==> src/design/rhr_pkg.sv <==
// shared types, constants and stage numbering for the rgb/hsi round trip pipeline
package rhr_pkg;

  localparam int PIXEL_BITS    = 8;
  localparam int HUE_FRAC_BITS = 6;
  localparam int INT_FRAC_BITS = 6;
  localparam int ANG_BITS      = 16;
  localparam int CORDIC_STEPS  = 20;
  localparam int STEP_W        = $clog2(CORDIC_STEPS);
  localparam int SQRT3_Q16     = 113512;
  localparam int ROT_START     = 1 << 24;

  localparam int CW   = 28;
  localparam int ZW   = 26;
  localparam int DIVW = 32;
  localparam int DQW  = 64;

  localparam int SAT_QBITS = 16;
  localparam int C2_QBITS  = 27;

  typedef logic signed [CW-1:0] cxy_t;
  typedef logic signed [ZW-1:0] cz_t;

  localparam cz_t ATAN_TAB [CORDIC_STEPS] = '{
    26'sd2949120, 26'sd1740967, 26'sd919879, 26'sd466945, 26'sd234379,
    26'sd117304,  26'sd58666,   26'sd29335,  26'sd14668,  26'sd7334,
    26'sd3667,    26'sd1833,    26'sd917,    26'sd458,    26'sd229,
    26'sd115,     26'sd57,      26'sd29,     26'sd14,     26'sd7
  };

  // pipeline stage numbers (register index of each step)
  localparam int ST_IN   = 0;
  localparam int ST_PREP = 1;
  localparam int ST_SAT  = ST_PREP + SAT_QBITS + 1;
  localparam int ST_HUE  = ST_PREP + CORDIC_STEPS + 1;
  localparam int ST_C    = ST_HUE + CORDIC_STEPS + 1;
  localparam int ST_N    = ST_C + 1;
  localparam int ST_D    = ST_N + 1;
  localparam int ST_Q    = ST_D + C2_QBITS + 1;
  localparam int ST_PIX  = ST_Q + 1;

  typedef struct packed {
    logic             vec;
    logic [STEP_W-1:0] step;
  } cord_ctl_t;

  typedef struct packed {
    cxy_t x;
    cxy_t y;
    cz_t  z;
  } cord_t;

  typedef struct packed {
    logic [DIVW-1:0] rem;
    logic [DIVW-1:0] dv;
    logic [DQW-1:0]  dq;
  } div_t;

  typedef struct packed {
    logic [PIXEL_BITS-1:0] r;
    logic [PIXEL_BITS-1:0] g;
    logic [PIXEL_BITS-1:0] b;
    logic [13:0]           inten;
    logic                  gray;
    logic                  geqb;
    logic                  xvz;
    logic                  xneg;
    logic                  bgtg;
    logic [15:0]           sat;
    logic [14:0]           hue;
    logic [1:0]            sector;
    logic                  hp0;
    logic [24:0]           c1f;
    logic                  dneg;
  } side_t;

endpackage

==> src/design/rhr_cordic_cell.sv <==
// one cordic micro-rotation cell, vectoring or rotation mode
module rhr_cordic_cell (
  input  logic               clk_i,
  input  logic               en_i,
  input  rhr_pkg::cord_ctl_t ctl_i,
  input  rhr_pkg::cord_t     cell_i,
  output rhr_pkg::cord_t     cell_o
);

  rhr_pkg::cord_t  cell_d, cell_q;
  rhr_pkg::cxy_t   dx, dy;
  logic            plus;

  always_comb begin
    dx   = cell_i.y >>> ctl_i.step;
    dy   = cell_i.x >>> ctl_i.step;
    plus = ctl_i.vec ? ~cell_i.y[rhr_pkg::CW-1] : cell_i.z[rhr_pkg::ZW-1];
    if (plus) begin
      cell_d.x = cell_i.x + dx;
      cell_d.y = cell_i.y - dy;
      cell_d.z = cell_i.z + rhr_pkg::ATAN_TAB[ctl_i.step];
    end else begin
      cell_d.x = cell_i.x - dx;
      cell_d.y = cell_i.y + dy;
      cell_d.z = cell_i.z - rhr_pkg::ATAN_TAB[ctl_i.step];
    end
  end

  always_ff @(posedge clk_i) begin
    if (en_i) begin
      cell_q <= cell_d;
    end
  end

  assign cell_o = cell_q;

endmodule

==> config.mk <==
export PLATFORM = sky130hd
export DESIGN_NAME = rhr_cordic_cell
export DESIGN_NICKNAME = d
export VERILOG_FILES = /design/src/design/rhr_pkg.sv /design/src/design/rhr_cordic_cell.sv
export SDC_FILE = /design/constraint.sdc
export NUM_CORES = 1
export LEC_CHECK = 0
export ABC_AREA = 1
export BUFFER_PORTS_ARGS = -buffer_cell sky130_fd_sc_hd__buf_2
export CAP_MARGIN = 20
export CORE_MARGIN = 2
export CORE_UTILIZATION = 30
export DETAILED_ROUTE_END_ITERATION = 10
export GPL_ROUTABILITY_DRIVEN = 0
export PLACE_DENSITY = 0.46
export SETUP_SLACK_MARGIN = 0.4
export SLEW_MARGIN = 20
export SYNTH_ARGS = -nofsm -noshare
export SYNTH_HDL_FRONTEND = slang
export SYNTH_SLANG_ARGS = --single-unit
==> constraint.sdc <==
create_clock -name clk_i -period 10.8 [get_ports clk_i]
set_clock_uncertainty 0.2 [all_clocks]
set_input_delay 3.24 -clock clk_i [delete_from_list [all_inputs] [get_ports clk_i]]
set_output_delay 3.24 -clock clk_i [all_outputs]
set_load 0.02 [all_outputs]
### After elaboration in Yosys (flattened, before gate mapping)

Memories as Yosys holds them, arrays and structs flattened.
Index checks and enable logic that the tools add are counted.

* memories: 1
* output and inout port bits: 82
* bits in read-only memories: 832
* register bits after elaboration: 82

Memory list
* (name not given): words 32, width 26, read ports 1, clocked after Yosys merged registers in 0, write ports 0, line rhr_cordic_cell.sv:25 `cell_d.z = cell_i.z - rhr_pkg::ATAN_TAB[ctl_i.step];`

* bitwise operators: 2
* mux-type cells: 4
* $lt $le $gt $ge: 1
* shift-type cells: 2
* add/sub/neg operators: 6

Operators with widths (count)
* $mux W82: 1
* $add A28 B28 Y28: 2
* $sshr A28 B5 Y28: 2
* $sub A28 B28 Y28: 2
* $mux W26: 2
* $add A26 B26 Y26: 1
* $sub A26 B26 Y26: 1
* $ge A6 B6 Y1 const B: 1
* $not A5 Y6: 1
* $mux W1: 1
* $not A1 Y1: 1

### Logic depth before layout (Yosys ltp)

* word-level depth: 6
* gate-level depth with buffers: 35
* gate-level depth less buffers: 34

### Worst setup path after synthesis

OpenSTA, ideal clock, no wires.

* path kind: input -> register
* start point: input ctl_i[1] (netlist name)
* end point: register cell_q, in the netlist cell_o[19], data pin
* cell stages on the path: 25
* data arrival time: 6716 ps
* slack: 3619 ps
* setup time: 265 ps
* path through: inv_2 buf_4 buf_2 ha_1 nor2_1 inv_1 nand2_1 nand2_1 inv_1 ha_1 nand2_1 a21oi_1 nand4_1 nand3b_1 nand2_1 xor2_1 ha_1 a21oi_1 o21a_1 o21ai_0 a21oi_1 o21ai_0 a21oi_1 o21ai_0 xor2_1

RTL lines
* start: declaration: line rhr_cordic_cell.sv:5 `input rhr_pkg::cord_ctl_t ctl_i,`
* end signal: assignment: line rhr_cordic_cell.sv:31 `cell_q <= cell_d;`
* end: declaration: line rhr_cordic_cell.sv:10 `rhr_pkg::cord_t cell_d, cell_q;`

==> impl_results.md <==
- Status: finished clean
- Tcrit/Tclk final: 0.7988
- Slew at the pin with the worst max-slew slack: 1009 ps
- Final TNS setup: 0 ps
- Fmax: approximately 0.12 GHz
- Worst min-delay path class: primary input to flop
- Post-detailed-route count of antenna-violating nets: 0
- Synth Area per Inst: 6.290 um2
- Post-synthesis register bit count: slightly above 80
- EDFF count, synth: 82
- Syn nets: ~2000
- Slew HR: 0.3274
- Crit path largest cell delay: 740 ps
- Commonest cells in the netlist: nand2_1 (612), nand3_1 (283), inv_1 (153)
- Die Height: roughly 200 um
- Die X: between 200 and 250 um
- DRT Pass-1 Iters: 5
- Max reg flops: 82
- Iter 0 DRT Violations: just over 1000
- Clock Pin Slew Worst Setup and Hold Paths: about 60 ps
- Post-CTS Resized: 0
- Post-synth ARST share: 0
- Clock sink count: 82
- Most used cell, CP: nand2_1
- Hold WS: ~3000 ps
- Area after DPL: about 0.013 mm2
- Top Metal Used: met5
- Cell count after placement: 2486
- Max-slew violations: 0
- Setup repair after global routing missed its margin: false
- CP max FO: 53
- Rows: 72
- Total number of vias: 12400
- Top_reg_cell synth: edfxtp_1
- Max-Cap Viols: 0
- Power per standard cell area: ~140 mW/mm2
- Final core occ: 0.3421
- Critical Path AT: approximately 8500 ps
- Leak Pwr: ~6.5 nW
- Mapped Area: 0.01164 mm2
- Final Hold Vio Count: 0
- Seq/Total Area, Yosys: 0.2116
- Vias in the first global route: 11840
- Yosys warns: 0
- Starting Density: 0.3025
- Top cells by area, synth: edfxtp_1 (21%), nand2_1 (20%), nand3_1 (12%), ha_1 (10%), xor2_1 (6.1%)
- Wire length on met2: about 18000 um
- Post-Place Setup Slack: about 1800 ps
- First-pass GRT wire length: 64830 um
- Most common cell in the netlist: nand2_1
- CP endpoint kind: flop
- CTS tree: built
- Port Buf Inserts: 171
- Final setup fails: 0
- Synth-to-Final Area Change: 13.10%
- Post-synthesis cell type count: 42
- Max IR drop VDD: slightly above 80 uV
- Worst path required time: approximately 11000 ps
- Inserted Clock Buffers: 9
- Post-synth top area cell: edfxtp_1
- DRC: 0
- Fill cells: 4297
- Root buffer cell: clkbuf_16
- CP max stage cell: buf_2
- IO Pins: approximately 170
- H-tree depth: 3
- Largest net degree at the start of global routing: 83
- Final min period: ~8600 ps
- # Post-CTS Setup Buffers: 0
- Initial antenna violation count: 3
- WL final: 40890 um
- Dpl hpwl: 32820 um
- Worst setup SP type: primary input
- Core Box Area: a little under 0.04 mm2
- Nets: ~2200
- Cell area after layout: around 0.013 mm2
- Met1 Routed Length: 19930 um
- Area share of the leading cell type in the synthesized netlist: 0.2116
- ANT cells: 0
- GRT Total Usage: 0.2018
- Sequential Area: around 0.0025 mm2
- Wire per inst: ~16 um
- Multi-input gate area: slightly above 0.008 mm2
- Depth of the worst hold-timing path: 2
- DR WL met3: about 2000 um
- Kind of critical path: primary input to flop
- Worst-path cell chain: buf_2 -> inv_2 -> ha_1 -> nor2_1 -> inv_1 -> nand2_1 -> nand2_1 -> inv_1 -> ha_1 -> nand2_1 -> a21oi_1 -> nand4_1 -> nand3b_1 -> o21ai_1 -> xor2_1 -> ha_1 -> nand2_1 -> nor4_1 -> nand4_1 -> nand3_1 -> nand3_1 -> nand2_1 -> a31oi_1 -> xor2_1
- Tot Pwr: roughly 1.8 mW
- Mapped Cells: 1850
- Final worst slack: about 2200 ps
- Die area: between 0.04 and 0.05 mm2
- CTS Buffer Depth: 2
- Drt via density: 4.955
- Non-filler cells, final: between 2000 and 3000
- Total global routing overflow: 0
- Cts hold-fix bufs: 0
- Layout cell share with drive strength beyond 1: 0.1169
final cells by class:
| cell class | instances | area share |
|---|---|---|
| flip-flops and latches | 82 | 0.1871 |
| multi-input cells | 1538 | 0.6248 |
| clock inverters | 6 | 0.002567 |
| clock buffers | 10 | 0.01740 |
| repair buffers | 181 | 0.07121 |
| inverters | 167 | 0.04763 |
| well taps | 518 | 0.04925 |
final timing paths:
check | from | slack, ps | to
hold / removal | cell_i[0] | 2980 | cell_o[0]
setup / recovery | ctl_i[1] | 2170 | cell_o[22]
cells by family after synthesis:
kind of cell | share of synthesized area
XOR/XNOR | 0.09935
AO/OA/AOI/OAI | 0.1071
adder cells (fa/ha/maj) | 0.1073
flip-flops | 0.2116
AND/OR/NAND/NOR | 0.3919
buffers and inverters | 0.08269
power by group:
part           total [mW]  switching [mW]  internal [mW]
Combinational        1.03           0.680          0.355
Sequential          0.507          0.0225          0.485
Clock               0.295           0.141          0.154
critical path, delay by kind of cell:
kind	cells	cell delay, ps
AOI/OAI and AO/OA	3	480
and+or+nand+nor	12	1930
buffers and inverters	4	1580
xor gates and xnor gates	2	240
adders and majority gates	3	1050
per-layer routing:
metal | GRT usage | vias up
met1 | 0.2814 | 5608
met3 | 0.03279 | 45
met2 | 0.3182 | 346
met5 | 0 | -
met4 | 0.06270 | 6
li1 | - | 6393
cells in the final DEF (no fill, tap or decap), drive strengths merged, types with 65 or more instances in the layout:
master | netlist | final
nand2 | 614 | 614
inv | 165 | 165
edfxtp | 82 | 82
nand3 | 283 | 283
buf | 44 | 181
a21oi | 115 | 115
o21ai | 65 | 65
ha | 95 | 95
nor2 | 148 | 148
xor2 | 81 | 81
Note: power is estimated with default switching activity, not from simulation.
