==> config.mk <==
export PLATFORM = sky130hd
export DESIGN_NAME = rhr_div_cell
export DESIGN_NICKNAME = d
export VERILOG_FILES = /design/src/design/rhr_pkg.sv /design/src/design/rhr_div_cell.sv
export SDC_FILE = /design/constraint.sdc
export NUM_CORES = 1
export LEC_CHECK = 0
export BUFFER_PORTS_ARGS = -buffer_cell sky130_fd_sc_hd__buf_2
export CORE_ASPECT_RATIO = 0.6
export CORE_MARGIN = 3
export CORE_UTILIZATION = 41
export CTS_BUF_LIST = sky130_fd_sc_hd__clkbuf_16
export DETAILED_ROUTE_END_ITERATION = 8
export MAX_ROUTING_LAYER = met4
export PLACE_DENSITY_LB_ADDON = 0.05
export SLEW_MARGIN = 10
export SYNTH_ARGS = -nofsm -noshare
export SYNTH_HDL_FRONTEND = slang
export SYNTH_SLANG_ARGS = --single-unit
export TNS_END_PERCENT = 30
==> constraint.sdc <==
create_clock -name clk_i -period 2.4 [get_ports clk_i]
set_input_delay 0.12 -clock clk_i [delete_from_list [all_inputs] [get_ports clk_i]]
set_output_delay 0.12 -clock clk_i [all_outputs]
set_load 0.005 [all_outputs]
==> src/design/rhr_pkg.sv <==
// shared types, constants and stage numbering for the rgb/hsi round trip pipeline
package rhr_pkg;

  localparam int PIXEL_BITS    = 8;
  localparam int HUE_FRAC_BITS = 6;
  localparam int INT_FRAC_BITS = 6;
  localparam int ANG_BITS      = 16;
  localparam int CORDIC_STEPS  = 20;
  localparam int STEP_W        = $clog2(CORDIC_STEPS);
  localparam int SQRT3_Q16     = 113512;
  localparam int ROT_START     = 1 << 24;

  localparam int CW   = 28;
  localparam int ZW   = 26;
  localparam int DIVW = 32;
  localparam int DQW  = 64;

  localparam int SAT_QBITS = 16;
  localparam int C2_QBITS  = 27;

  typedef logic signed [CW-1:0] cxy_t;
  typedef logic signed [ZW-1:0] cz_t;

  localparam cz_t ATAN_TAB [CORDIC_STEPS] = '{
    26'sd2949120, 26'sd1740967, 26'sd919879, 26'sd466945, 26'sd234379,
    26'sd117304,  26'sd58666,   26'sd29335,  26'sd14668,  26'sd7334,
    26'sd3667,    26'sd1833,    26'sd917,    26'sd458,    26'sd229,
    26'sd115,     26'sd57,      26'sd29,     26'sd14,     26'sd7
  };

  // pipeline stage numbers (register index of each step)
  localparam int ST_IN   = 0;
  localparam int ST_PREP = 1;
  localparam int ST_SAT  = ST_PREP + SAT_QBITS + 1;
  localparam int ST_HUE  = ST_PREP + CORDIC_STEPS + 1;
  localparam int ST_C    = ST_HUE + CORDIC_STEPS + 1;
  localparam int ST_N    = ST_C + 1;
  localparam int ST_D    = ST_N + 1;
  localparam int ST_Q    = ST_D + C2_QBITS + 1;
  localparam int ST_PIX  = ST_Q + 1;

  typedef struct packed {
    logic             vec;
    logic [STEP_W-1:0] step;
  } cord_ctl_t;

  typedef struct packed {
    cxy_t x;
    cxy_t y;
    cz_t  z;
  } cord_t;

  typedef struct packed {
    logic [DIVW-1:0] rem;
    logic [DIVW-1:0] dv;
    logic [DQW-1:0]  dq;
  } div_t;

  typedef struct packed {
    logic [PIXEL_BITS-1:0] r;
    logic [PIXEL_BITS-1:0] g;
    logic [PIXEL_BITS-1:0] b;
    logic [13:0]           inten;
    logic                  gray;
    logic                  geqb;
    logic                  xvz;
    logic                  xneg;
    logic                  bgtg;
    logic [15:0]           sat;
    logic [14:0]           hue;
    logic [1:0]            sector;
    logic                  hp0;
    logic [24:0]           c1f;
    logic                  dneg;
  } side_t;

endpackage

==> src/design/rhr_div_cell.sv <==
// one restoring division step cell
module rhr_div_cell (
  input  logic          clk_i,
  input  logic          en_i,
  input  rhr_pkg::div_t cell_i,
  output rhr_pkg::div_t cell_o
);

  rhr_pkg::div_t           cell_d, cell_q;
  logic [rhr_pkg::DIVW:0]  t;
  logic [rhr_pkg::DIVW:0]  diff;
  logic                    ge;

  always_comb begin
    t            = {cell_i.rem, cell_i.dq[rhr_pkg::DQW-1]};
    diff         = t - {1'b0, cell_i.dv};
    ge           = t >= {1'b0, cell_i.dv};
    cell_d.dv    = cell_i.dv;
    cell_d.rem   = ge ? diff[rhr_pkg::DIVW-1:0] : t[rhr_pkg::DIVW-1:0];
    cell_d.dq    = {cell_i.dq[rhr_pkg::DQW-2:0], ge};
  end

  always_ff @(posedge clk_i) begin
    if (en_i) begin
      cell_q <= cell_d;
    end
  end

  assign cell_o = cell_q;

endmodule

Yosys cells after proc, flatten, opt, wreduce, memory -nomap -nowiden
Cells that the tools add are included.

storage, ports and cells
  register bits = 128
  output and inout bits = 128
  logic and storage cells = 6

operators by class
  add/subtract/negate cells = 1
  $lt $le $gt $ge = 1
  multiplexer cells = 1

operators with widths
  cell              number
  $ge A33 B32 Y1    1
  $mux W32          1
  $sub A32 B32 Y32  1

Depth between registers and ports, before layout
  word-level depth = 2
  depth in mapped cells = 13

Worst setup path after synthesis
Ideal clock, no wire load.

  path kind = input to register
  from = input port cell_i[87] (netlist bit)
  to = register cell_q (netlist bit cell_o[100]), data pin
  setup time = 0.260 ns
  arrival time = 2.228 ns
  data required time = 2.140 ns
  path slack = -0.088 ns
  stages = 11
  cell sequence = inv_1 > ha_1 > buf_6 > and3_1 > o21a_1 > a311oi_2 > o21ai_1 > or3b_1 > o21a_1 > buf_6 > mux2_4

RTL lines
  item                  line                RTL
  from (decl)           rhr_div_cell.sv:5   input rhr_pkg::div_t cell_i,
  to (signal assigned)  rhr_div_cell.sv:25  cell_q <= cell_d;
  to (decl)             rhr_div_cell.sv:9   rhr_pkg::div_t cell_d, cell_q;

==> out/qor.csv <==
stage,metric,value,unit
routing,Antenna Nets Post-Route,0,
sta,Final Cycle Share,95.8,%
finish,layout cell share with drive strength beyond 1,44.1,%
yosys,#FFs+latches synth,128,
routing,Pre-antenna DRT Iters,4,
place,# port buffers,257,
die,core box area,0.0146,sq mm
die,# IOs,258,
routing,vias,5499,
setup_path,crit start category,input port,
yosys,Post-Syn Area per Cell,12.7,sq um
yosys,sequential-to-total area share from yosys stat,62.3,%
global_routing,largest net degree at the start of global routing,59,
setup_path,critical setup path kind,input port to flip-flop,
place,post-place instance area,0.00846,sq mm
global_routing,total gr overflow,0,
die,Die Span X,164,microns
clocking,clock-pin slew of the registers on the worst-case setup and hold paths,0.06,ns
finish,final net count,1105,
clocking,CTS root buf,clkbuf_16,
yosys,Post-Syn Area,0.00617,sq mm
setup_path,worst path arrival time,2.46,ns
die,# rows,34,
sta,Slew @ Worst Pin,0.561,ns
die,Starting Density,42.3,%
die,chip height,101,microns
clocking,H-tree levels,4,
clocking,cts bufs inserted,17,
routing,DR vias/cell,4.76,
flow_run,maxcap violations,0,
yosys,"Distinct cells, synth",49,
sta,RSZ-0062 raised after global routing,yes,
yosys,Ys Warns,0,
sta,max-slew headroom at the worst pin,62.6,%
yosys,Syn Inst Count,487,
pwr,VDD IR max,0.000475,V
clocking,CTS Buffer Depth,2,
yosys,Synth Flop Type,edfxtp_1,
place,gp weighted congestion,0.891,
routing,DRT Wirelength,18.1,mm
routing,DRC errors left,0,
die,die area,0.0166,sq mm
sta,Final setup viols,0,
global_routing,vias in the first global route,5639,
global_routing,initial antenna violation count,2,
finish,Largest register FFs,128,
worst_hold_path,HP Class,input port to flip-flop,
yosys,number of flops mapped to enable cells by yosys,128,
worst_hold_path,Cells on Worst Hold Path,2,
yosys,syn_nets,650,
sta,Fin Setup TNS,0,ns
setup_path,CP max FO,19,
finish,finished layout cell area,0.0101,sq mm
global_routing,first-pass GRT wire length,27.9,mm
pwr,PwrDens,685,mW/mm^2
setup_path,worst path required time,2.56,ns
pwr,leakage,4.56,nW
global_routing,Total Routing Usage GR,22.3,%
sta,max frequency,435,MHz
setup_path,CP endpoint kind,flip-flop,
routing,Starting DRT DRC Count,343,
sta,Max Slew Vio Count,0,
sta,Final Hold Fails,0,
yosys,ys async rst share,0,%
sta,minimum clock period,2.30,ns
status,outcome,"finished, final reports clean",
finish,Area Growth Syn to Fin,62.9,%
clocking,clock sinks,128,
clocking,CTS tree,yes,
place,half-perimeter wire length after placement,12.9,mm
routing,DR WL/cell,15.6,microns
## layout by cell type, fill, tap and decap left out, types with 10 or more instances in the layout
master | Yosys | final
inv_1 | 46 | 44
edfxtp_1 | 128 | 128
xor2_1 | 10 | 10
clkbuf_16 | 0 | 17
buf_4 | 1 | 97
o21ai_0 | 17 | 16
nor2_1 | 37 | 37
dlygate4sd3_1 | 0 | 95
ha_1 | 32 | 28
xnor2_1 | 16 | 16
a21oi_1 | 54 | 51
buf_2 | 5 | 256
nand2_1 | 24 | 24
## what timing repair did
action / in CTS / in global routing
endpoints found under the setup margin: 2 / 11
pin swaps: 1 / 3
hold buffers: 95 / 0
endpoints found under the hold margin: 95 / 0
resized for setup: 1 / 10
buffers inserted: 0 / 2
## cell families (layout without fill, tap and decap cells)
family / count (synthesis) / count (layout) / synth area share (%)
AO/OA/AOI/OAI: 120 / 120 / 11.9
XOR/XNOR: 26 / 26 / 3.69
adder cells (fa/ha/maj): 33 / 33 / 6.81
buffers and inverters: 63 / 531 / 4.60
flip-flops: 128 / 128 / 62.3
multiplexers: 10 / 10 / 2.27
other: 0 / 3 / 0
AND/OR/NAND/NOR: 107 / 107 / 8.48
## path summary, 6_finish.rpt
| path | end | from | slack (ns) |
|---|---|---|---|
| max | cell_o[127] | cell_i[85] | 0.1 |
| min | cell_o[100] | cell_i[99] | 0.03 |
## synthesized netlist by cell type, drive strengths merged (2+ instances only)
library cell | number | area [sq um]
a2111oi | 4 | 36.3
a211oi | 3 | 22.5
a21o | 8 | 60.1
a21oi | 55 | 279
a31o | 2 | 17.5
a31oi | 2 | 12.5
and2 | 3 | 18.8
and3 | 2 | 12.5
buf | 11 | 88.8
clkbuf | 6 | 22.5
edfxtp | 128 | 3840
ha | 32 | 400
inv | 46 | 173
mux2 | 8 | 120
mux2i | 2 | 20.0
nand2 | 24 | 90.1
nand2b | 7 | 43.8
nand3 | 8 | 40.0
nand4 | 8 | 50.1
nand4b | 2 | 17.5
nor2 | 37 | 139
nor2b | 2 | 12.5
nor3 | 3 | 15.0
nor4b | 2 | 17.5
o211ai | 2 | 15.0
o21a | 6 | 45.0
o21ai | 21 | 105
o21bai | 5 | 37.5
o31ai | 7 | 52.6
or2 | 2 | 12.5
or3 | 2 | 12.5
xnor2 | 16 | 140
xor2 | 10 | 87.6
## through the flow
stage | std cells | utilization, % | setup WS (ns) | hold WS (ns) | power [mW]
floorplan | 487 | - | 0.00110 | 0.219 | 3.47
global placement | 1024 | 58.0 | -0.378 | 0.296 | 4.18
detailed placement | 1024 | 58.0 | -0.436 | 0.299 | 4.20
CTS | 1151 | 68.5 | 0.0375 | 0.0149 | 6.92
global route | 1155 | 68.9 | -0.0160 | 0.0229 | 7.20
finish | 1156 | 68.9 | 0.0997 | 0.0305 | 6.89
## worst max-delay path: stages
cell and delay [ns]:
buf_2 0.09, inv_1 0.04, ha_1 0.50, nand4_1 0.22
nor4b_1 0.46, buf_4 0.20, a21o_1 0.13, o21a_2 0.21
buf_12 0.18, mux2_4 0.30
## routing by layer
layer / up-vias / GRT usage (%) / share of wire [%]
met2: 198 / 34.3 / 45
li1: 2713 / - / -
met4: 0 / 5.15 / 0.76
met5: - / - / 0
met1: 2573 / 30.3 / 48
met3: 15 / 5.54 / 6.4
## power breakdown
| group | internal (mW) | leakage, nW | switching, mW |
|---|---|---|---|
| clock network | 1.54 | 0.278 | 1.03 |
| registers | 2.74 | 1.25 | 0.0559 |
| logic | 0.818 | 3.03 | 0.699 |
## area by class of cell
type                            count  area [sq um]
Antenna cell                        3          7.51
Clock buffer                       17           425
Clock inverter                     15           161
Fill cell                        1113          4540
Inverter                           46           173
Multi-Input combinational cell    296          2140
Sequential cell                   128          3840
Tap cell                          198           248
Timing Repair Buffer              453          3050
Power figures use the tool's default switching activity.
